**config.mk**
```make
export PLATFORM = sky130hd
export DESIGN_NAME = slip_frame_decoder_core
export DESIGN_NICKNAME = d
export VERILOG_FILES = /design/src/sv/slipd_pkg.sv /design/src/sv/slipd_decode.sv /design/src/sv/slipd_skid.sv /design/src/sv/slip_frame_decoder_core.sv
export SDC_FILE = /design/constraint.sdc
export NUM_CORES = 1
export LEC_CHECK = 0
export ABC_AREA = 1
export BUFFER_PORTS_ARGS = -buffer_cell sky130_fd_sc_hd__buf_4
export CAP_MARGIN = 15
export CORE_ASPECT_RATIO = 2
export CORE_MARGIN = 2
export CORE_UTILIZATION = 51
export DETAILED_ROUTE_END_ITERATION = 10
export PLACE_DENSITY = 0.74
export SLEW_MARGIN = 10
export SYNTH_ARGS = -nofsm -noshare
export SYNTH_HDL_FRONTEND = slang
export SYNTH_HIERARCHICAL = 1
export SYNTH_SLANG_ARGS = --single-unit
```
**constraint.sdc**
```tcl
create_clock -name i_clk -period 3.8 [get_ports i_clk]
set_clock_uncertainty 0.2 [all_clocks]
set_input_delay 0.19 -clock i_clk [delete_from_list [all_inputs] [get_ports i_clk]]
set_output_delay 0.19 -clock i_clk [all_outputs]
set_load 0.005 [all_outputs]
```
**src/sv/slipd_pkg.sv**
```systemverilog
// Shared constants and types for the SLIP frame decoder.
`default_nettype none

package slipd_pkg;

    // Size of the frame buffer in bytes. One slot holds the length and one is spare.
    localparam int unsigned FrameBufferBytesDefault = 128;

    // SLIP special bytes.
    localparam logic [7:0] SlipEnd    = 8'o300;
    localparam logic [7:0] SlipEsc    = 8'o333;
    localparam logic [7:0] SlipEscEnd = 8'o334;
    localparam logic [7:0] SlipEscEsc = 8'o335;

    // Result kinds.
    localparam logic [1:0] KindPayload  = 2'd0;
    localparam logic [1:0] KindComplete = 2'd1;
    localparam logic [1:0] KindAbort    = 2'd2;

    // One result beat.
    typedef struct packed {
        logic [1:0] kind;
        logic [7:0] payload_byte;
        logic [6:0] byte_position;
        logic [6:0] frame_length;
    } t_result;

endpackage

`default_nettype wire

```
**src/sv/slipd_decode.sv**
```systemverilog
// Decode state and per-byte result logic of the SLIP frame decoder.
`default_nettype none

module slipd_decode #(
    parameter int unsigned FRAME_BUFFER_BYTES = slipd_pkg::FrameBufferBytesDefault
) (
    input  wire logic              i_clk,
    input  wire logic              i_rst_n,
    input  wire logic              i_accept,
    input  wire logic [7:0]        i_rx_byte,
    output logic                   o_result_valid,
    output slipd_pkg::t_result     o_result
);

    // Payload capacity, clamped so that positions fit seven bits.
    localparam int unsigned RawCapacity     = FRAME_BUFFER_BYTES - 2;
    localparam int unsigned PayloadCapacity = (RawCapacity > 127) ? 127 : RawCapacity;
    localparam logic [6:0]  CapacityCode    = 7'(PayloadCapacity);

    // Decode mode codes.
    localparam logic [1:0] ModeIdle    = 2'd0;
    localparam logic [1:0] ModeFrame   = 2'd1;
    localparam logic [1:0] ModeEscaped = 2'd2;

    logic [1:0] r_mode;
    logic [1:0] n_mode;
    logic [6:0] r_fill;
    logic [6:0] n_fill;
    logic       store_req;
    logic [7:0] store_value;

    // Next state and result for the byte on the input.
    always_comb begin
        n_mode         = r_mode;
        n_fill         = r_fill;
        store_req      = 1'b0;
        store_value    = i_rx_byte;
        o_result_valid = 1'b0;
        o_result       = '0;
        unique case (r_mode)
            ModeFrame: begin
                if (i_rx_byte == slipd_pkg::SlipEsc) begin
                    n_mode = ModeEscaped;
                end else if (i_rx_byte == slipd_pkg::SlipEnd) begin
                    n_mode                = ModeIdle;
                    n_fill                = '0;
                    o_result_valid        = 1'b1;
                    o_result.kind         = slipd_pkg::KindComplete;
                    o_result.frame_length = r_fill;
                end else begin
                    store_req = 1'b1;
                end
            end
            ModeEscaped: begin
                if (i_rx_byte == slipd_pkg::SlipEscEnd) begin
                    n_mode      = ModeFrame;
                    store_req   = 1'b1;
                    store_value = slipd_pkg::SlipEnd;
                end else if (i_rx_byte == slipd_pkg::SlipEscEsc) begin
                    n_mode      = ModeFrame;
                    store_req   = 1'b1;
                    store_value = slipd_pkg::SlipEsc;
                end else begin
                    n_mode         = ModeIdle;
                    n_fill         = '0;
                    o_result_valid = 1'b1;
                    o_result.kind  = slipd_pkg::KindAbort;
                end
            end
            default: begin
                // Idle, and the unused code, which behaves as idle.
                n_mode = ModeIdle;
                if (i_rx_byte == slipd_pkg::SlipEnd) begin
                    n_mode = ModeFrame;
                    n_fill = '0;
                end
            end
        endcase

        // Store a payload byte unless the frame is already full.
        if (store_req && (r_fill < CapacityCode)) begin
            n_fill                 = r_fill + 7'd1;
            o_result_valid         = 1'b1;
            o_result.kind          = slipd_pkg::KindPayload;
            o_result.payload_byte  = store_value;
            o_result.byte_position = r_fill;
        end
    end

    // State registers advance on each accepted beat.
    always_ff @(posedge i_clk) begin
        if (!i_rst_n) begin
            r_mode <= ModeIdle;
            r_fill <= '0;
        end else if (i_accept) begin
            r_mode <= n_mode;
            r_fill <= n_fill;
        end
    end

endmodule

`default_nettype wire

```
**src/sv/slipd_skid.sv**
```systemverilog
// Output register with a skid stage for the SLIP frame decoder results.
`default_nettype none

module slipd_skid (
    input  wire logic               i_clk,
    input  wire logic               i_rst_n,
    input  wire logic               i_push,
    input  wire slipd_pkg::t_result i_data,
    output logic                    o_full,
    output logic                    o_valid,
    output slipd_pkg::t_result      o_data,
    input  wire logic               i_ready
);

    logic               r_out_valid;
    logic               r_skid_valid;
    slipd_pkg::t_result r_out;
    slipd_pkg::t_result r_skid;
    logic               out_take;

    assign out_take = r_out_valid && i_ready;
    assign o_full   = r_skid_valid;
    assign o_valid  = r_out_valid;
    assign o_data   = r_out;

    // Valid flags: the skid stage fills only when the output register is held.
    always_ff @(posedge i_clk) begin
        if (!i_rst_n) begin
            r_out_valid  <= 1'b0;
            r_skid_valid <= 1'b0;
        end else if (r_skid_valid) begin
            if (out_take) begin
                r_skid_valid <= 1'b0;
            end
        end else if (i_push) begin
            if (!r_out_valid || out_take) begin
                r_out_valid <= 1'b1;
            end else begin
                r_skid_valid <= 1'b1;
            end
        end else if (out_take) begin
            r_out_valid <= 1'b0;
        end
    end

    // Payload registers.
    always_ff @(posedge i_clk) begin
        if (r_skid_valid) begin
            if (out_take) begin
                r_out <= r_skid;
            end
        end else if (i_push) begin
            if (!r_out_valid || out_take) begin
                r_out <= i_data;
            end else begin
                r_skid <= i_data;
            end
        end
    end

endmodule

`default_nettype wire

```
**src/sv/slip_frame_decoder_core.sv**
```systemverilog
// Top level of the SLIP frame decoder: one received byte in, at most one result out.
//
//   Channel | Handshake                   | Payload
//   --------+-----------------------------+-----------------------------------------------
//   input   | i_in_valid / o_in_ready     | i_rx_byte
//   output  | o_out_valid / i_out_ready   | o_kind, o_payload_byte, o_byte_position,
//           |                             | o_frame_length
//
// One byte is accepted every clock cycle while o_in_ready is high; its result, if any,
// is registered in the output or skid register. The mode and fill count update in the
// accepting cycle. A two-entry output buffer lets input continue for one beat while the
// output is stalled; o_in_ready falls only when both entries are full. Synchronous
// active-low reset returns the decoder to idle with an empty buffer.
`default_nettype none

module slip_frame_decoder_core #(
    parameter int unsigned FRAME_BUFFER_BYTES = slipd_pkg::FrameBufferBytesDefault
) (
    input  wire logic       i_clk,
    input  wire logic       i_rst_n,
    input  wire logic       i_in_valid,
    output logic            o_in_ready,
    input  wire logic [7:0] i_rx_byte,
    output logic            o_out_valid,
    input  wire logic       i_out_ready,
    output logic [1:0]      o_kind,
    output logic [7:0]      o_payload_byte,
    output logic [6:0]      o_byte_position,
    output logic [6:0]      o_frame_length
);

    logic               in_accept;
    logic               buf_full;
    logic               res_valid;
    slipd_pkg::t_result res;
    slipd_pkg::t_result out_data;

    assign o_in_ready = !buf_full;
    assign in_accept  = i_in_valid && o_in_ready;

    // Per-byte decode.
    slipd_decode #(
        .FRAME_BUFFER_BYTES(FRAME_BUFFER_BYTES)
    ) u_decode (
        .i_clk         (i_clk),
        .i_rst_n       (i_rst_n),
        .i_accept      (in_accept),
        .i_rx_byte     (i_rx_byte),
        .o_result_valid(res_valid),
        .o_result      (res)
    );

    // Result buffering.
    slipd_skid u_skid (
        .i_clk  (i_clk),
        .i_rst_n(i_rst_n),
        .i_push (in_accept && res_valid),
        .i_data (res),
        .o_full (buf_full),
        .o_valid(o_out_valid),
        .o_data (out_data),
        .i_ready(i_out_ready)
    );

    assign o_kind          = out_data.kind;
    assign o_payload_byte  = out_data.payload_byte;
    assign o_byte_position = out_data.byte_position;
    assign o_frame_length  = out_data.frame_length;

`ifndef SYNTHESIS
    // The skid entry is only ever occupied behind a held output beat.
    assert property (@(posedge i_clk) disable iff (!i_rst_n) !o_in_ready |-> o_out_valid)
        else $error("skid stage full while output register empty");

    // Fields that do not belong to the result kind are zero.
    assert property (@(posedge i_clk) disable iff (!i_rst_n)
        (o_out_valid && o_kind != slipd_pkg::KindPayload)
            |-> (o_payload_byte == 8'd0 && o_byte_position == 7'd0))
        else $error("payload fields set on a non-payload result");

    assert property (@(posedge i_clk) disable iff (!i_rst_n)
        (o_out_valid && o_kind != slipd_pkg::KindComplete) |-> o_frame_length == 7'd0)
        else $error("frame length set on a result that is not a completion");

    // Only the three defined kinds are ever produced.
    assert property (@(posedge i_clk) disable iff (!i_rst_n)
        o_out_valid |-> (o_kind == slipd_pkg::KindPayload || o_kind == slipd_pkg::KindComplete
            || o_kind == slipd_pkg::KindAbort))
        else $error("undefined result kind");

    // Reset leaves the output empty once it is released.
    assert property (@(posedge i_clk) (i_rst_n && $past(!i_rst_n)) |-> !o_out_valid)
        else $error("output valid straight after reset");
`endif

endmodule

`default_nettype wire

```
==> impl_metrics.tcl <==
set metrics [dict create \
    syn_area_per_cell_um2 9.14 \
    synth_ff_type "edfxtp_1" \
    synth_edf_count 48 \
    cts_tree "yes" \
    num_antenna_cells 0 \
    die_h_um 109 \
    clk_pin_slew_ps 60 \
    num_io_pins 38 \
    hold_depth 3 \
    numCtsBuffers 9 \
    yosysSeqAreaShare_pct 59.4 \
    cts_sinks 59 \
    place_hpwl_mm 3.84 \
    viasPerCell 4.88 \
    syn_to_final_growth_pct 19.3 \
    power_leakage_uw 0.00136 \
    wire_per_inst_um 12.4 \
    min_period_ps 2620 \
    path_cells "inv_1, ha_1, nor2_1, nand2_2, nand2_1, inv_1, nor2_2, inv_1, nand2_2, inv_1, nor2_2, buf_4" \
    synth-async-reset-ratio_pct 0 \
    cp_max_fo 24 \
    grt_pass1_wl_mm 8.71 \
    synth_top_area_share_pct 51.5 \
    setup_tns_ps 0 \
    cp_data_arrival_time_ps 2430 \
    syn_inst 306 \
    ir_drop_mv 0.317 \
    cts-root-buf "clkbuf_8" \
    syn_area_um2 2800 \
    synth_top_area_cell "edfxtp_1" \
    synth_seq_cells 59 \
    cp-start-kind "register" \
    grt_setup_unrepaired "false" \
    final_layout_size_suffix_gt1_share_pct 21.3 \
    max_freq_mhz 382 \
    ff2ff_path_depth 12 \
    core_um2 5370 \
    fin_nets 367 \
    die_x_um 56.4 \
    critPathRequiredTime_ps 3610 \
    nFillCells 452 \
    rrSetupSlack_ps 1180 \
    holdWs_ps 30.9 \
    yosysUniqueCellTypes 22 \
    hp-class "input port to register" \
    dr.pass1.iters 4 \
    gp_congestion 0.899 \
    yosys-top-cells-area "edfxtp_1 (52%), nand2_1 (15%), dfxtp_1 (7.9%)" \
    drv_slew 0 \
    grt_pass1_vias 2021 \
    vias 2034 \
    grt.overflow.total 0 \
    syn_nets 321 \
    path_class "register to register" \
    drc_errors 0 \
    slowest_delay_ps 340 \
    worst_skew_pair.late_latency_ps 330 \
    cts_resized 0 \
    portBuffers 37 \
    maxCapViolCount 0 \
    fin_crit_sh_pct 68.9 \
    wl_mm 5.16 \
    start_util_pct 52.0 \
    cts_buffer_depth 2 \
    antenna_left 0 \
    drtIter0Drc 71 \
    crit_top_cell "inv_1" \
    slowest_stage "ha_1" \
    yosys_warnings 6 \
    grt_max_degree 30 \
    tightest_slew_ps 423 \
    seq_area_um2 1660 \
    critPathCaptureType "register" \
    cts.htree.levels 3 \
    power.density_nw_per_um2 401 \
    relSlewSlack_pct 71.7 \
    multi_input_area_um2 938 \
    die-area_um2 6130 \
    num_rows 38 \
    grt_use_total_pct 18.7 \
    antenna_found_initial 0 \
    hold_viol_final 0 \
    setup_viol 0 \
    outcome "finished clean" \
]
==> cell usage after synthesis (2+ instances only) <==
| library cell | count |
|---|---|
| a21oi_1 | 11 |
| buf_4 | 2 |
| buf_6 | 5 |
| dfxtp_1 | 11 |
| edfxtp_1 | 48 |
| ha_1 | 3 |
| inv_1 | 29 |
| inv_2 | 4 |
| nand2_1 | 113 |
| nand2_2 | 6 |
| nand3_1 | 13 |
| nand3_2 | 2 |
| nor2_1 | 38 |
| nor2_2 | 6 |
| nor3_1 | 5 |
| xor2_1 | 4 |
==> registers in the layout, summed over array words and instances, names as in the netlist <==
signal           flops
u_skid/r_skid       24
u_decode/r_fill      7
u_skid/o_full        1
u_skid/o_valid       1
u_decode/r_mode      2
u_skid/o_data       24
==> power by group <==
group	total, uW	internal [uW]	switching [uW]
registers	694	693	1.21
logic	46.8	19.6	27.2
clock network	598	363	234
==> critical path, delay by kind of cell, from the launching register on <==
kind / cells / cell delay [ps]
simple gates: 6 / 910
fa+ha+maj: 1 / 340
buf+inv: 5 / 510
flops: 1 / 330
==> per-stage QoR <==
stage | cell area (um2) | util (%) | power (uW) | setup WS [ps] | instances
5_1_grt | 3340 | 62.1 | 1390 | 944 | 417
2_1_floorplan | 2800 | - | 733 | 603 | 306
6_report | 3340 | 62.1 | 1340 | 1180 | 417
3_5_place_dp | 3110 | 57.8 | 754 | 1180 | 399
4_1_cts | 3340 | 62.1 | 1360 | 1170 | 417
3_3_place_gp | 3110 | 57.8 | 753 | 1250 | 399
==> cell type report <==
type	instances	area share [%]
clock buffers	10	3.83
multi-input cells	206	28.1
clock inverters	6	2.40
repair buffers	42	9.60
flip-flops and latches	59	49.8
well taps	60	2.25
inverters	34	3.98
==> timing repair <==
item                                   CTS  global route
endpoints found under the hold margin    4             0
hold buffers                             2             0
buffers inserted                         0             0
==> logic make-up after synthesis <==
family	share of synthesized area [%]
fa+ha+maj	1.34
xor+xnor	1.57
flops	59.4
buf+inv	7.29
simple gates	28.2
compound gates	2.15
==> placed cells by master, fill, tap and decap left out <==
cell type      count
nor3_2             1
xor2_1             4
clkinvlp_4         1
nand4_1            1
xnor2_1            1
inv_2              4
nor2_8             1
nor3_1             4
clkinv_1           2
inv_6              1
nor2_2             7
nand3_1           13
a21oi_1           11
dlygate4sd3_1      2
edfxtp_1          48
nor2_1            37
nand2_2            6
inv_1             29
clkbuf_8           9
clkbuf_1           1
bufinv_16          2
clkinv_2           1
nand2_1          113
dfxtp_1           11
nand3_2            2
o21ai_0            1
buf_4             40
ha_1               3
nand2_4            1
==> per-layer routing <==
layer  GRT usage [%]  up-vias  wire [um]
met4            11.4        0        159
met1            19.0      915       1990
met2            33.4       45       2800
met3            4.98       15        203
met5               0        -          0
li1                -     1059          -
==> worst paths after layout <==
kind,startpoint,to
min reg2reg,u_decode/r_fill[6]$_SDFFE_PN0P_,u_decode/r_fill[6]$_SDFFE_PN0P_
max,u_decode/r_mode[0]$_SDFFE_PN0P_,u_skid/o_data[3]$_DFFE_PP_
max reg2reg,u_decode/r_mode[0]$_SDFFE_PN0P_,u_skid/o_data[3]$_DFFE_PP_
min,i_rx_byte[7],u_skid/r_skid[21]$_DFFE_PP_
Power figures use the tool's default switching activity.
